$ cat src/rtl/oec_pkg.sv
// Package for the octal escape codec: shared types, character codes and the
// command passed from the front end to the back end. No dependencies.
package oec_pkg;

   localparam logic [7:0] CH_BACKSLASH = 8'h5C;
   localparam logic [7:0] CH_DQUOTE    = 8'h22;
   localparam logic [7:0] CH_ZERO      = 8'h30;
   localparam logic [7:0] CH_NINE      = 8'h39;
   localparam logic [7:0] CH_PRINT_LO  = 8'h20;
   localparam logic [7:0] CH_PRINT_HI  = 8'h7E;
   localparam logic [7:0] CH_NUL       = 8'h00;

   localparam int unsigned QUEUE_DEPTH = 2;
   localparam int unsigned QPTR_W      = $clog2(QUEUE_DEPTH);
   localparam int unsigned QCNT_W      = $clog2(QUEUE_DEPTH + 1);

   localparam int unsigned CSR_ADDR_W  = 3;
   localparam logic        CSR_IDX_MODE = 1'b0;

   localparam logic MODE_ENCODE = 1'b0;
   localparam logic MODE_DECODE = 1'b1;

   typedef enum logic [1:0] {
      CMD_SINGLE = 2'd0,
      CMD_DOUBLE = 2'd1,
      CMD_OCTAL  = 2'd2
   } cmd_kind_type;

   typedef struct packed {
      cmd_kind_type kind;
      logic [7:0]   value;
      logic         err;
   } cmd_type;

   typedef struct packed {
      logic wr;
      logic mode;
   } cfg_wr_type;

endpackage

$ cat src/rtl/octal_escape_codec.sv
// Top level of the octal escape codec: APB register decode and the
// front end, command queue and back end. Uses oec_pkg.
//
// Usage: write mode (register 0, byte address 0) over the csr_ port while
// the block is idle: 0 encodes raw bytes into backslash escaped text, 1
// decodes such text back to bytes. A mode write also clears the decode
// escape state. Requests arrive on req_ (tdata = source byte, tlast = end
// of string); responses leave on rsp_ (tdata = byte, tlast = last byte of
// this request's responses, tuser = decode error).
// An accepted request is written into the command queue; the back end then
// loads its first response byte from the queue head into the output register.
// Throughput: one response byte per cycle while rsp_tready is high; a request
// gives 1 to 4 response bytes, 4 for octal escapes in encode mode. A request
// with no response (in decode, a NUL or a non-final escape byte) is not queued.
// The front end keeps taking requests while the two-entry command queue
// has room, so it runs ahead of a stalled response channel.
// Reset: mode returns to encode, the queue empties, escape state clears.
// When rsp_tready is low the output register holds its byte; the queue
// fills and then req_tready drops.
module octal_escape_codec
   import oec_pkg::*;
(
   input  logic                  clock,
   input  logic                  reset,
   input  logic                  csr_psel,
   input  logic                  csr_penable,
   input  logic                  csr_pwrite,
   input  logic [CSR_ADDR_W-1:0] csr_paddr,
   input  logic [31:0]           csr_pwdata,
   output logic [31:0]           csr_prdata,
   output logic                  csr_pready,
   input  logic                  req_tvalid,
   output logic                  req_tready,
   input  logic [7:0]            req_tdata,   // data_byte[7:0]
   input  logic                  req_tlast,   // end_of_string
   output logic                  rsp_tvalid,
   input  logic                  rsp_tready,
   output logic [7:0]            rsp_tdata,   // out_byte[7:0]
   output logic                  rsp_tlast,   // run_last
   output logic                  rsp_tuser    // error
);

   cfg_wr_type cfg_wr;
   logic       mode;
   logic       q_full, q_empty, q_push, q_pop;
   cmd_type    q_cmd, q_head;

   assign csr_pready = 1'b1;
   assign cfg_wr.wr  = csr_psel && csr_penable && csr_pwrite && csr_pready
                       && (csr_paddr[CSR_ADDR_W-1] == CSR_IDX_MODE);
   assign cfg_wr.mode = csr_pwdata[0];
   assign csr_prdata  = (csr_paddr[CSR_ADDR_W-1] == CSR_IDX_MODE) ? {31'b0, mode} : '0;

   oec_front u_front (
      .clock      (clock),
      .reset      (reset),
      .cfg_wr     (cfg_wr),
      .mode       (mode),
      .req_tvalid (req_tvalid),
      .req_tready (req_tready),
      .req_tdata  (req_tdata),
      .req_tlast  (req_tlast),
      .q_full     (q_full),
      .q_push     (q_push),
      .q_cmd      (q_cmd)
   );

   oec_queue u_queue (
      .clock    (clock),
      .reset    (reset),
      .push     (q_push),
      .push_cmd (q_cmd),
      .pop      (q_pop),
      .full     (q_full),
      .empty    (q_empty),
      .head     (q_head)
   );

   oec_back u_back (
      .clock      (clock),
      .reset      (reset),
      .q_empty    (q_empty),
      .q_head     (q_head),
      .q_pop      (q_pop),
      .rsp_tvalid (rsp_tvalid),
      .rsp_tready (rsp_tready),
      .rsp_tdata  (rsp_tdata),
      .rsp_tlast  (rsp_tlast),
      .rsp_tuser  (rsp_tuser)
   );

endmodule

$ cat src/rtl/oec_front.sv
// Front end: accepts requests, holds the mode register and the decode escape
// state, and turns each request into a back end command. Uses oec_pkg.
module oec_front
   import oec_pkg::*;
(
   input  logic       clock,
   input  logic       reset,
   input  cfg_wr_type cfg_wr,
   output logic       mode,
   input  logic       req_tvalid,
   output logic       req_tready,
   input  logic [7:0] req_tdata,   // data_byte[7:0]
   input  logic       req_tlast,   // end_of_string
   input  logic       q_full,
   output logic       q_push,
   output cmd_type    q_cmd
);

   typedef enum logic [3:0] {
      PH_IDLE  = 4'b0001,
      PH_SLASH = 4'b0010,
      PH_DIG1  = 4'b0100,
      PH_DIG2  = 4'b1000
   } phase_type;

   logic       mode_ff, mode_in;
   phase_type  phase_ff, phase_in;
   logic [7:0] partial_ff, partial_in;

   logic       accept;
   logic       char_is_num;
   logic [3:0] digit;
   logic       has_rsp;
   logic       dec_err;
   logic [7:0] dec_value;
   cmd_type    enc_cmd;

   assign accept      = req_tvalid && req_tready;
   assign req_tready  = !q_full;
   assign mode        = mode_ff;
   assign char_is_num = (req_tdata >= CH_ZERO) && (req_tdata <= CH_NINE);
   assign digit       = 4'(req_tdata - CH_ZERO);

   always_comb begin
      enc_cmd.value = req_tdata;
      enc_cmd.err   = 1'b0;
      if (req_tdata == CH_BACKSLASH) begin
         enc_cmd.kind = CMD_DOUBLE;
      end else if (req_tdata >= CH_PRINT_LO && req_tdata <= CH_PRINT_HI
                   && req_tdata != CH_DQUOTE) begin
         enc_cmd.kind = CMD_SINGLE;
      end else begin
         enc_cmd.kind = CMD_OCTAL;
      end
   end

   always_comb begin
      phase_in   = phase_ff;
      partial_in = partial_ff;
      has_rsp    = 1'b0;
      dec_err    = 1'b0;
      dec_value  = req_tdata;
      unique case (phase_ff)
         PH_IDLE: begin
            if (req_tdata == CH_BACKSLASH) begin
               phase_in = PH_SLASH;
            end else if (req_tdata != CH_NUL) begin
               has_rsp = 1'b1;
            end
         end
         PH_SLASH: begin
            if (req_tdata == CH_BACKSLASH) begin
               phase_in = PH_IDLE;
               has_rsp  = 1'b1;
            end else if (char_is_num) begin
               partial_in = {digit[1:0], 6'b0};
               phase_in   = PH_DIG1;
            end else begin
               dec_err = 1'b1;
            end
         end
         PH_DIG1: begin
            if (char_is_num) begin
               partial_in = partial_ff | {1'b0, digit, 3'b0};
               phase_in   = PH_DIG2;
            end else begin
               dec_err = 1'b1;
            end
         end
         PH_DIG2: begin
            if (char_is_num) begin
               dec_value  = partial_ff | {4'b0, digit};
               has_rsp    = 1'b1;
               phase_in   = PH_IDLE;
               partial_in = '0;
            end else begin
               dec_err = 1'b1;
            end
         end
         default: begin
            phase_in = PH_IDLE;
         end
      endcase
      // truncated escape at end of string
      if (req_tlast && phase_in != PH_IDLE) begin
         dec_err = 1'b1;
      end
      if (dec_err) begin
         phase_in   = PH_IDLE;
         partial_in = '0;
         has_rsp    = 1'b1;
         dec_value  = '0;
      end
   end

   always_comb begin
      if (mode_ff == MODE_DECODE) begin
         q_cmd.kind  = CMD_SINGLE;
         q_cmd.value = dec_value;
         q_cmd.err   = dec_err;
         q_push      = accept && has_rsp;
      end else begin
         q_cmd  = enc_cmd;
         q_push = accept;
      end
   end

   assign mode_in = cfg_wr.wr ? cfg_wr.mode : mode_ff;

   always_ff @(posedge clock) begin
      if (reset) begin
         mode_ff    <= MODE_ENCODE;
         phase_ff   <= PH_IDLE;
         partial_ff <= '0;
      end else begin
         mode_ff <= mode_in;
         if (cfg_wr.wr) begin
            phase_ff   <= PH_IDLE;
            partial_ff <= '0;
         end else if (accept && mode_ff == MODE_DECODE) begin
            phase_ff   <= phase_in;
            partial_ff <= partial_in;
         end
      end
   end

endmodule

$ cat src/rtl/oec_queue.sv
// Command queue between front and back end, QUEUE_DEPTH entries.
// Uses oec_pkg for the command type and depth.
module oec_queue
   import oec_pkg::*;
(
   input  logic    clock,
   input  logic    reset,
   input  logic    push,
   input  cmd_type push_cmd,
   input  logic    pop,
   output logic    full,
   output logic    empty,
   output cmd_type head
);

   cmd_type             mem_ff [QUEUE_DEPTH];
   logic [QPTR_W-1:0]   wr_ptr_ff, wr_ptr_in;
   logic [QPTR_W-1:0]   rd_ptr_ff, rd_ptr_in;
   logic [QCNT_W-1:0]   count_ff, count_in;
   logic                do_push, do_pop;

   assign full    = (count_ff == QCNT_W'(QUEUE_DEPTH));
   assign empty   = (count_ff == '0);
   assign do_push = push && !full;
   assign do_pop  = pop && !empty;
   assign head    = mem_ff[rd_ptr_ff];

   always_comb begin
      wr_ptr_in = wr_ptr_ff;
      rd_ptr_in = rd_ptr_ff;
      count_in  = count_ff;
      if (do_push) begin
         wr_ptr_in = (wr_ptr_ff == QPTR_W'(QUEUE_DEPTH - 1)) ? '0 : wr_ptr_ff + 1'b1;
      end
      if (do_pop) begin
         rd_ptr_in = (rd_ptr_ff == QPTR_W'(QUEUE_DEPTH - 1)) ? '0 : rd_ptr_ff + 1'b1;
      end
      if (do_push && !do_pop) begin
         count_in = count_ff + 1'b1;
      end else if (do_pop && !do_push) begin
         count_in = count_ff - 1'b1;
      end
   end

   always_ff @(posedge clock) begin
      if (do_push) begin
         mem_ff[wr_ptr_ff] <= push_cmd;
      end
   end

   always_ff @(posedge clock) begin
      if (reset) begin
         wr_ptr_ff <= '0;
         rd_ptr_ff <= '0;
         count_ff  <= '0;
      end else begin
         wr_ptr_ff <= wr_ptr_in;
         rd_ptr_ff <= rd_ptr_in;
         count_ff  <= count_in;
      end
   end

endmodule

$ cat src/rtl/oec_back.sv
// Back end: expands queued commands into one to four response bytes, one per
// cycle while rsp_tready allows, into the response output register. Uses oec_pkg.
module oec_back
   import oec_pkg::*;
(
   input  logic       clock,
   input  logic       reset,
   input  logic       q_empty,
   input  cmd_type    q_head,
   output logic       q_pop,
   output logic       rsp_tvalid,
   input  logic       rsp_tready,
   output logic [7:0] rsp_tdata,   // out_byte[7:0]
   output logic       rsp_tlast,   // run_last
   output logic       rsp_tuser    // error
);

   logic [1:0] step_ff, step_in;
   logic       valid_ff, valid_in;
   logic [7:0] data_ff, data_in;
   logic       last_ff, last_in;
   logic       err_ff, err_in;
   logic       load;

   assign load  = !q_empty && (!valid_ff || rsp_tready);
   assign q_pop = load && last_in;

   always_comb begin
      err_in = 1'b0;
      unique case (q_head.kind)
         CMD_SINGLE: begin
            data_in = q_head.value;
            last_in = 1'b1;
            err_in  = q_head.err;
         end
         CMD_DOUBLE: begin
            data_in = CH_BACKSLASH;
            last_in = (step_ff == 2'd1);
         end
         CMD_OCTAL: begin
            unique case (step_ff)
               2'd0: data_in = CH_BACKSLASH;
               2'd1: data_in = CH_ZERO | {6'b0, q_head.value[7:6]};
               2'd2: data_in = CH_ZERO | {5'b0, q_head.value[5:3]};
               2'd3: data_in = CH_ZERO | {5'b0, q_head.value[2:0]};
               default: data_in = CH_BACKSLASH;
            endcase
            last_in = (step_ff == 2'd3);
         end
         default: begin
            data_in = q_head.value;
            last_in = 1'b1;
         end
      endcase
   end

   always_comb begin
      step_in = step_ff;
      if (load) begin
         step_in = last_in ? 2'd0 : step_ff + 2'd1;
      end
      if (load) begin
         valid_in = 1'b1;
      end else if (rsp_tready) begin
         valid_in = 1'b0;
      end else begin
         valid_in = valid_ff;
      end
   end

   always_ff @(posedge clock) begin
      if (reset) begin
         step_ff  <= '0;
         valid_ff <= 1'b0;
      end else begin
         step_ff  <= step_in;
         valid_ff <= valid_in;
      end
   end

   always_ff @(posedge clock) begin
      if (load) begin
         data_ff <= data_in;
         last_ff <= last_in;
         err_ff  <= err_in;
      end
   end

   assign rsp_tvalid = valid_ff;
   assign rsp_tdata  = data_ff;
   assign rsp_tlast  = last_ff;
   assign rsp_tuser  = err_ff;

   a_err_is_last_zero: assert property (@(posedge clock) disable iff (reset)
      (rsp_tvalid && rsp_tuser) |-> (rsp_tlast && rsp_tdata == '0))
      else $error("error response not a zero last byte");

   a_step_needs_cmd: assert property (@(posedge clock) disable iff (reset)
      (step_ff != 2'd0) |-> (!q_empty && q_head.kind != CMD_SINGLE))
      else $error("expansion step without multi-byte command");

   a_step_advance: assert property (@(posedge clock) disable iff (reset)
      (load && !last_in) |=> (step_ff == $past(step_ff) + 2'd1))
      else $error("expansion step did not advance");

endmodule

$ cat config.mk
export PLATFORM = sky130hd
export DESIGN_NAME = octal_escape_codec
export DESIGN_NICKNAME = d
export VERILOG_FILES = /design/src/rtl/oec_pkg.sv /design/src/rtl/octal_escape_codec.sv /design/src/rtl/oec_front.sv /design/src/rtl/oec_queue.sv /design/src/rtl/oec_back.sv
export SDC_FILE = /design/constraint.sdc
export NUM_CORES = 1
export LEC_CHECK = 0
export BUFFER_PORTS_ARGS = -buffer_cell sky130_fd_sc_hd__buf_2
export CORE_MARGIN = 3
export CORE_UTILIZATION = 45
export CTS_BUF_LIST = sky130_fd_sc_hd__clkbuf_4 sky130_fd_sc_hd__clkbuf_8 sky130_fd_sc_hd__clkbuf_16
export CTS_CLUSTER_SIZE = 12
export DETAILED_ROUTE_END_ITERATION = 6
export PLACE_DENSITY = 0.76
export SLEW_MARGIN = 20
export SYNTH_ARGS = -nofsm -noshare
export SYNTH_HDL_FRONTEND = slang
export SYNTH_SLANG_ARGS = --single-unit
$ cat constraint.sdc
create_clock -name clock -period 6.48 [get_ports clock]
set_input_delay 0 -clock clock [delete_from_list [all_inputs] [get_ports clock]]
set_output_delay 0 -clock clock [all_outputs]
set_load 0.02 [all_outputs]
==> results.toml, run 1 <==
[layout]
areaGrowthSynthToFinish_pct = 8.41
seq_area_sq_um = 1320
n_fill_cell = 578
fin_nets = 358
multi_input_area_sq_um = 1270
drive_gt1_frac = 0.187
diodes = 0
final_area_sq_um = 3020

[cts]
post-cts-setup-buffers = 0
cts_resized = 0
cts.clk_slew.worst_paths_ns = 0.08
cts_hold_buffers = 4
clockRootBuffer = "clkbuf_8"
worstSkewPairLatency_ns = 0.29
cts_max_level = 2
cts_sinks = 50
cts_buffers = 5
cts_tree = "yes"
cts_buffer_depth = 2

[global_routing]
grt_pass1_wl_mm = 8.34
grt_antenna_before_repair = 0
grt_max_degree = 16
grt_pass1_vias = 1823
track_usage = 0.141
overflow = 0

[outcome]
status = "completed"

[place]
io_buffer_count = 30
detailed_place_hpwl_mm = 3.77
globalplace.congestion = 0.921
placed_cell_area_sq_um = 2860
dp_slack_ns = 3.42

[drt]
drtIter0Drc = 91
final_antenna_net_count = 0
via_count = 1947
wl_per_cell_um = 13.3
firstDrtPassIters = 4
routed_wl_mm = 4.98
routed_via_density = 5.19
drc = 0

[floorplan]
die-area_sq_um = 7160
die_h_um = 84.6
top_level_ports = 96
core_area_sq_um = 5960
rows = 28
fp.dieW_um = 84.6
start_util = 0.467

[yosys]
ys_async_sr_fraction = 0
synth-edff-count = 32
yosys_warnings = 0
netlist.top_cell.by_area = "edfxtp_1"
synth_common_cells = "buf_4 (32), edfxtp_1 (32), nor2_1 (27), dfxtp_1 (18), nand2_1 (14)"
synth_area_leaders = "edfxtp_1 (35%), dfxtp_1 (13%), buf_4 (8.6%)"
avgSynthCellArea_sq_um = 10.3
synth.top_cell.area_share = 0.345
synth_area_sq_um = 2780
ys.flop_type = "edfxtp_1"
synth_seq_cells = 50
netlist_instances = 269
ys_types = 53
ys_seq_area_frac = 0.475

[timing]
tns_ns = 0
fin_crit_ns = 3.04
rsz0062_at_grt = "no"
fmax_mhz = 329
setup_viol = 0
worst_pin_slew_ns = 0.960
slew_headroom = 0.359
slew_viol_final = 0
finalHoldViolCount = 0
whs_ns = 0.0446
period_share = 0.468
worst_clock_skew_ns = 0.0114
fin_ws_ns = 3.44

[worst_setup_path]
worstSetupStartpointType = "flop"
crit_fanout = 11
cp_cell_sequence = "or4b_1 -> a41oi_1 -> o41ai_4 -> a31oi_2 -> nor2b_1"
cp_data_arrival_time_ns = 2.95
critPathMaxStageDelay_ns = 0.80
crit_path_top_delay_cell = "nor2b_1"
endpoint_kind = "flop"
crit_type = "flop to flop"
critPathRequiredTime_ns = 6.39

[power_and_ir_drop]
peakVddDrop_mv = 0.137
p_leak_uw = 0.00116
p_total_uw = 959
power.density_nw_per_um2 = 318

[hold_path]
hold_path.class = "input port to flop"

[job]
drv_cap = 0
==> state kept, by name, summed over array words and instances, names as in the netlist, 2 cells and up, named ones only <==
| register | cells |
|---|---|
| u_back.step_ff | 2 |
| u_front.partial_ff | 5 |
| u_queue.count_ff | 2 |
| u_front.phase_ff | 4 |
| u_back.rsp_tdata | 8 |
| u_queue.mem_ff | 22 |
==> placed cells by master, fill, tap and decap left out, types with 8 or more instances in the layout <==
cell type and count:
dfxtp_1 18, mux2_2 8, buf_2 30, nor2_1 27
nand2b_1 11, edfxtp_1 32, nand2_1 14, a21oi_1 13
conb_1 32, nor3_1 8, ha_1 8
==> worst max-delay path, delay by kind of cell (launching register included) <==
family             cells  cell delay [ns]
DFF                    1             0.52
and+or+nand+nor        2             1.33
AOI/OAI and AO/OA      3             0.82
==> layer usage <==
metal / GRT usage / up-vias / routed length, um
met2: 0.251 / 60 / 2620
met3: 0.0206 / 5 / 274
met5: 0 / - / 0
met1: 0.181 / 919 / 2050
li1: - / 963 / -
met4: 0.0302 / 0 / 36
==> logic make-up after synthesis <==
group           count (synthesis)  synth area share
simple gates                   96             0.195
flops                          50             0.475
compound gates                 49             0.124
buf+inv                        48             0.109
mux                            12            0.0468
fa+ha+maj                       8            0.0360
xor+xnor                        4            0.0126
other cells                     2           0.00270
==> power by group <==
group          switching [uW]  internal [uW]  total, uW
combinational             187            105        292
clock                    97.3            119        217
sequential               28.1            423        451
total                     313            646        959
==> final cells by class <==
cell class | count | area share
clock buffer | 6 | 0.0253
clock inverter | 2 | 0.0124
inverter | 7 | 0.00871
multi-input combinational | 201 | 0.421
sequential | 50 | 0.438
tap | 75 | 0.0311
timing repair buffer | 34 | 0.0630
==> stage by stage <==
step                      std cells   util
after floorplan                 299      -
after global placement          363  0.481
after detailed placement        363  0.481
after CTS                       375  0.507
after global routing            375  0.507
final                           375  0.507
==> path summary, 6_finish.rpt <==
| check | from | slack, ns | end | cells past startpoint |
|---|---|---|---|---|
| max | u_front.phase_ff[3]$_SDFFE_PP0P_ | 3.44 | u_queue.mem_ff[0][9]$_DFFE_PP_ | 5 |
| min | req_tvalid | 0.04 | u_front.phase_ff[0]$_SDFFE_PP1P_ | 3 |
| max reg2reg | u_front.phase_ff[3]$_SDFFE_PP0P_ | 3.44 | u_queue.mem_ff[0][9]$_DFFE_PP_ | 5 |
| min reg2reg | u_front.partial_ff[7]$_SDFFE_PP0P_ | 0.48 | u_front.partial_ff[7]$_SDFFE_PP0P_ | 2 |
(Power assumes the default switching activity.)
==> run 2: changes to the inputs <==
==> constraint.sdc (replaced) <==
create_clock -name clock -period 3 [get_ports clock]
set_input_delay 0 -clock clock [delete_from_list [all_inputs] [get_ports clock]]
set_output_delay 0 -clock clock [all_outputs]
set_load 0.02 [all_outputs]
==> run 2 against run 1 <==
  * Sequential power increased by 110%
  * Non-clock buffer count increased by 5
  * Flip-flop and latch count unchanged
  * Die area unchanged
  * Hold slack got worse by 0.016 ns
  * Critical path depth increased by 2
  * Design area increased by 0.29%
  * Register-to-register slack got worse by 3.1 ns
  * Critical endpoint is now u_queue.count_ff[1]$_SDFFE_PP0P_
==> results.toml, run 2 (synthesized netlist as in run 1, its figures left out) <==
[drt]
via_count = 1918
routed_via_density = 5.05
routed_wl_mm = 4.78
drtIter0Drc = 61
firstDrtPassIters = 4
final_antenna_net_count = 0
wl_per_cell_um = 12.6
drc = 0

[layout]
areaGrowthSynthToFinish_pct = 8.72
largest_register_ffs = 22
fin_nets = 363
drive_gt1_frac = 0.197
diodes = 0
fin_util = 0.508
layout_common_cells = "conb_1 (32), edfxtp_1 (32), buf_2 (30)"
largest-register = "u_queue.mem_ff"

[cts]
post-cts-setup-buffers = 0
cts_sinks = 50
cts_tree = "yes"
cts.clk_slew.worst_paths_ns = 0.09
clockRootBuffer = "clkbuf_8"
cts_resized = 0
cts_buffer_depth = 2
cts_buffers = 5
worstSkewPairLatency_ns = 0.30
cts_max_level = 2

[timing]
fin_ws_ns = 0.300
setup_viol = 0
slew_viol_final = 0
whs_ns = 0.0284
rsz0062_at_grt = "no"
worst_pin_slew_ns = 0.650
fmax_mhz = 370
worst_clock_skew_ns = 0.00946
fin_crit_ns = 2.70
tns_ns = 0
slew_headroom = 0.561
finalHoldViolCount = 0
period_share = 0.900

[job]
drv_cap = 0

[global_routing]
grt_pass1_wl_mm = 7.85
overflow = 0
grt_antenna_before_repair = 0
grt_max_degree = 15
grt_pass1_vias = 1771
track_usage = 0.135

[floorplan]
start_util = 0.467
top_level_ports = 96
die-area_sq_um = 7160
fp.dieW_um = 84.6
die_h_um = 84.6
core_area_sq_um = 5960
rows = 28

[outcome]
status = "completed"

[power_and_ir_drop]
p_seq_frac = 0.484
p_leak_uw = 0.00118
power.density_nw_per_um2 = 656
p_sw_frac = 0.335
p_comb_frac = 0.328
clock_power_share = 0.187
internal_power_uw = 1320
p_sw_uw = 665
peakVddDrop_mv = 0.404

[worst_setup_path]
crit_fanout = 10
endpoint_kind = "flop"
critPathRequiredTime_ns = 3.24
cp_data_arrival_time_ns = 2.94
worstSetupStartpointType = "flop"
worstRegToRegCells = 7
rrSetupSlack_ns = 0.30
crit_type = "flop to flop"

[place]
detailed_place_hpwl_mm = 3.65
globalplace.congestion = 0.919
io_buffer_count = 30
dp_slack_ns = 0.312

[hold_path]
hold_path.class = "input port to flop"
whs_path_depth = 3
-- run 2: cell types whose count changed in the layout (fill, tap and decap cells not counted) --
cell        delta
clkinv_2       +1
clkinv_1       +1
clkinvlp_4     -1
buf_4          +5
bufinv_16      -1
-- run 2: area by class of cell --
cell class              instances  area [sq um]
multi-input cells             201          1270
flip-flops and latches         50          1320
fillers                       556          2930
inverters                       7          26.3
clock buffers                   6          76.3
well taps                      75          93.8
repair buffers                 39           228
clock inverters                 2          8.76
-- run 2: metal layers --
| metal | wire length, um | vias to the layer above | share of wire | track usage |
|---|---|---|---|---|
| met3 | 215 | 7 | 0.045 | 0.0285 |
| met4 | 68 | 0 | 0.014 | 0.0475 |
| met5 | 0 | - | 0 | 0 |
| li1 | - | 972 | - | - |
| met2 | 2410 | 46 | 0.50 | 0.237 |
| met1 | 2090 | 893 | 0.44 | 0.163 |
-- run 2: per-stage QoR --
stage | cells | power, uW | area [sq um]
final | 380 | 1980 | 3030
after global routing | 380 | 2100 | 3030
after CTS | 380 | 2000 | 3030
after detailed placement | 368 | 1630 | 2900
after global placement | 368 | 1610 | 2900
after floorplan | 299 | 1480 | 2900
-- run 2: final timing paths --
kind	startpoint	to
min	req_tdata[2]	u_front.partial_ff[5]$_SDFFE_PP0P_
min reg2reg	u_front.partial_ff[7]$_SDFFE_PP0P_	u_front.partial_ff[7]$_SDFFE_PP0P_
max reg2reg	u_front.phase_ff[3]$_SDFFE_PP0P_	u_queue.count_ff[1]$_SDFFE_PP0P_
max	u_front.phase_ff[3]$_SDFFE_PP0P_	u_queue.count_ff[1]$_SDFFE_PP0P_
-- run 2: worst max-delay path, stage by stage, from the launching register on --
cell and delay, ns:
dfxtp_1 0.51, or4b_1 0.53, a41oi_1 0.38, o41ai_4 0.18, a31oi_2 0.23, ha_1 0.30
or3_1 0.37, a21oi_1 0.14
-- run 2: repair_timing --
item,CTS,global route
hold buffers,4,0
endpoints found under the hold margin,8,0
setup endpoints to repair,0,0
-- run 2: power by group through the flow --
| stage | registers [uW] | clock network [uW] | logic, uW |
|---|---|---|---|
| CTS | 964 | 382 | 657 |
| global route | 975 | 401 | 727 |
| floorplan | 1070 | 0 | 410 |
| global placement | 973 | 0 | 633 |
| finish | 961 | 372 | 651 |
| detailed placement | 980 | 0 | 646 |
==> run 3: changes to the inputs <==
--- a/config.mk
+++ b/config.mk
@@ -6,12 +6,16 @@
 export NUM_CORES = 1
 export LEC_CHECK = 0
 export BUFFER_PORTS_ARGS = -buffer_cell sky130_fd_sc_hd__buf_2
+export CELL_PAD_IN_SITES_DETAIL_PLACEMENT = 1
+export CELL_PAD_IN_SITES_GLOBAL_PLACEMENT = 2
 export CORE_MARGIN = 3
-export CORE_UTILIZATION = 45
+export CORE_UTILIZATION = 30
 export CTS_BUF_LIST = sky130_fd_sc_hd__clkbuf_4 sky130_fd_sc_hd__clkbuf_8 sky130_fd_sc_hd__clkbuf_16
+export CTS_CLUSTER_DIAMETER = 80
 export CTS_CLUSTER_SIZE = 12
 export DETAILED_ROUTE_END_ITERATION = 6
-export PLACE_DENSITY = 0.76
+export GPL_ROUTABILITY_DRIVEN = 0
+export PLACE_DENSITY = 0.82
 export SLEW_MARGIN = 20
 export SYNTH_ARGS = -nofsm -noshare
 export SYNTH_HDL_FRONTEND = slang
==> run 3 against run 2 <==
  * Hold slack better by 0.0093 ns
  * Wire length up 22%
  * Design area up 2.7%
  * Non-clock buffer count up 2
  * Via count up 3.0%
  * First-iteration DRC count up 9.8%
  * Register-to-register slack worse by 0.07 ns
  * Critical path depth unchanged
  * Largest cell class unchanged
  * Highest routed layer unchanged
  * Largest power group unchanged
  * Global-route usage down 1.9 points
  * Die area up 46%
==> results.toml, run 3 (synthesized netlist as in run 1, its figures left out) <==
[outcome]
status = "completed"

[layout]
fin_util = 0.351
largest_register_ffs = 22
fin_nets = 365
n_fill_cell = 1018
layout_common_cells = "conb_1 (32), edfxtp_1 (32), buf_2 (30)"
final_area_sq_um = 3110
drive_gt1_frac = 0.202
largest-register = "u_queue.mem_ff"
diodes = 0
areaGrowthSynthToFinish_pct = 11.7

[global_routing]
overflow = 0
grt_pass1_wl_mm = 9.74
track_usage = 0.116
grt_antenna_before_repair = 0
grt_max_degree = 17
grt_pass1_vias = 2001

[timing]
worst_clock_skew_ns = 0.00916
fmax_mhz = 361
slew_headroom = 0.577
tns_ns = 0
setup_viol = 0
worst_pin_slew_ns = 0.626
fin_crit_ns = 2.77
finalHoldViolCount = 0
slew_viol_final = 0
rsz0062_at_grt = "no"
period_share = 0.924
whs_ns = 0.0376

[cts]
cts_max_level = 2
cts_buffer_depth = 2
clockRootBuffer = "clkbuf_8"
cts_buffers = 5
cts.clk_slew.worst_paths_ns = 0.10
cts_sinks = 50
post-cts-setup-buffers = 0
worstSkewPairLatency_ns = 0.30
cts_tree = "yes"

[worst_setup_path]
rrSetupSlack_ns = 0.23
crit_path_top_delay_cell = "or4b_1"
critPathLaunch = "u_front.phase_ff[0]$_SDFFE_PP1P_"
cp_data_arrival_time_ns = 3.01
critPathRequiredTime_ns = 3.24
worstRegToRegCells = 7
worstSetupStartpointType = "flop"
critPathMaxStageDelay_ns = 0.62
critPathCapture = "u_queue.count_ff[1]$_SDFFE_PP0P_"
cp_cell_sequence = "or4b_1 -> a41oi_1 -> o41ai_4 -> a31oi_2 -> ha_1 -> or3_1 -> a21oi_1"
crit_fanout = 9
cp_top_family = "simple AND/OR/NAND/NOR gates"
crit_type = "flop to flop"
endpoint_kind = "flop"
worstSetupPathDepth = 7
r2r_start = "u_front.phase_ff[0]$_SDFFE_PP1P_"
crit_buf_inv = 0
r2r-end = "u_queue.count_ff[1]$_SDFFE_PP0P_"

[place]
placed_cell_area_sq_um = 2960
detailed_place_hpwl_mm = 4.55
io_buffer_count = 30

[floorplan]
fp.dieW_um = 102
core_area_sq_um = 8850
rows = 34
start_util = 0.314
die-area_sq_um = 10500
die_h_um = 102
top_level_ports = 96

[drt]
wl_per_cell_um = 14.1
drc = 0
via_count = 1975
routed_wl_mm = 5.84
routed_via_density = 4.76
firstDrtPassIters = 4
drtIter0Drc = 67
final_antenna_net_count = 0

[hold_path]
hold_path.class = "input port to flop"
whs_path_depth = 3

[job]
drv_cap = 0

[power_and_ir_drop]
p_leak_uw = 0.00120
power.density_nw_per_um2 = 679
peakVddDrop_mv = 0.187
==> run 3: report_power, final <==
part	internal, uW	switching, uW	total, uW
clock network	249	229	478
logic	241	427	668
registers	912	52.1	964
total	1400	708	2110
==> run 3: worst min path at each step <==
| stage | from | to | slack, ns |
|---|---|---|---|
| after floorplan | csr_paddr[2] | csr_prdata[0] | 0.07 |
| after global routing | req_tdata[2] | u_front.partial_ff[5]$_SDFFE_PP0P_ | 0.04 |
| after CTS | req_tdata[2] | u_front.partial_ff[5]$_SDFFE_PP0P_ | 0.02 |
| final | req_tvalid | u_front.phase_ff[0]$_SDFFE_PP1P_ | 0.04 |
| after detailed placement | csr_pwdata[0] | u_front.mode$_SDFFE_PP0P_ | 0.25 |
| after global placement | csr_pwdata[0] | u_front.mode$_SDFFE_PP0P_ | 0.24 |
==> run 3: final cells by class <==
type	instances	area, sq um	share of cell area
multi-input combinational	201	1270	0.409
timing repair buffer	41	243	0.0781
clock buffer	5	68.8	0.0221
tap	108	135	0.0435
clock inverter	3	42.5	0.0137
sequential	50	1320	0.425
inverter	7	26.3	0.00845
==> run 3: worst reg2reg max path, cell delays in order (launching register included) <==
cell and delay (ns):
dfxtp_1 0.41, or4b_1 0.63, a41oi_1 0.39, o41ai_4 0.19, a31oi_2 0.26, ha_1 0.32
or3_1 0.37, a21oi_1 0.15
==> run 3: metrics by stage <==
stage	instances	setup WS [ns]	power [uW]
after floorplan	299	0.324	1480
after global placement	403	0.315	1620
after detailed placement	403	0.235	1650
after CTS	415	0.218	2140
after global routing	415	0.0542	2260
final	415	0.227	2110
==> run 3: repair_timing <==
| action | in CTS | in global routing |
|---|---|---|
| hold buffers | 4 | 0 |
| resized for setup | 0 | 0 |
| endpoints found under the hold margin | 5 | 0 |
==> run 3: layer usage <==
metal | track usage | routed length, um
met2 | 0.205 | 2910
met1 | 0.145 | 2650
met5 | 0 | 0
met3 | 0.0300 | 238
met4 | 0.0212 | 42
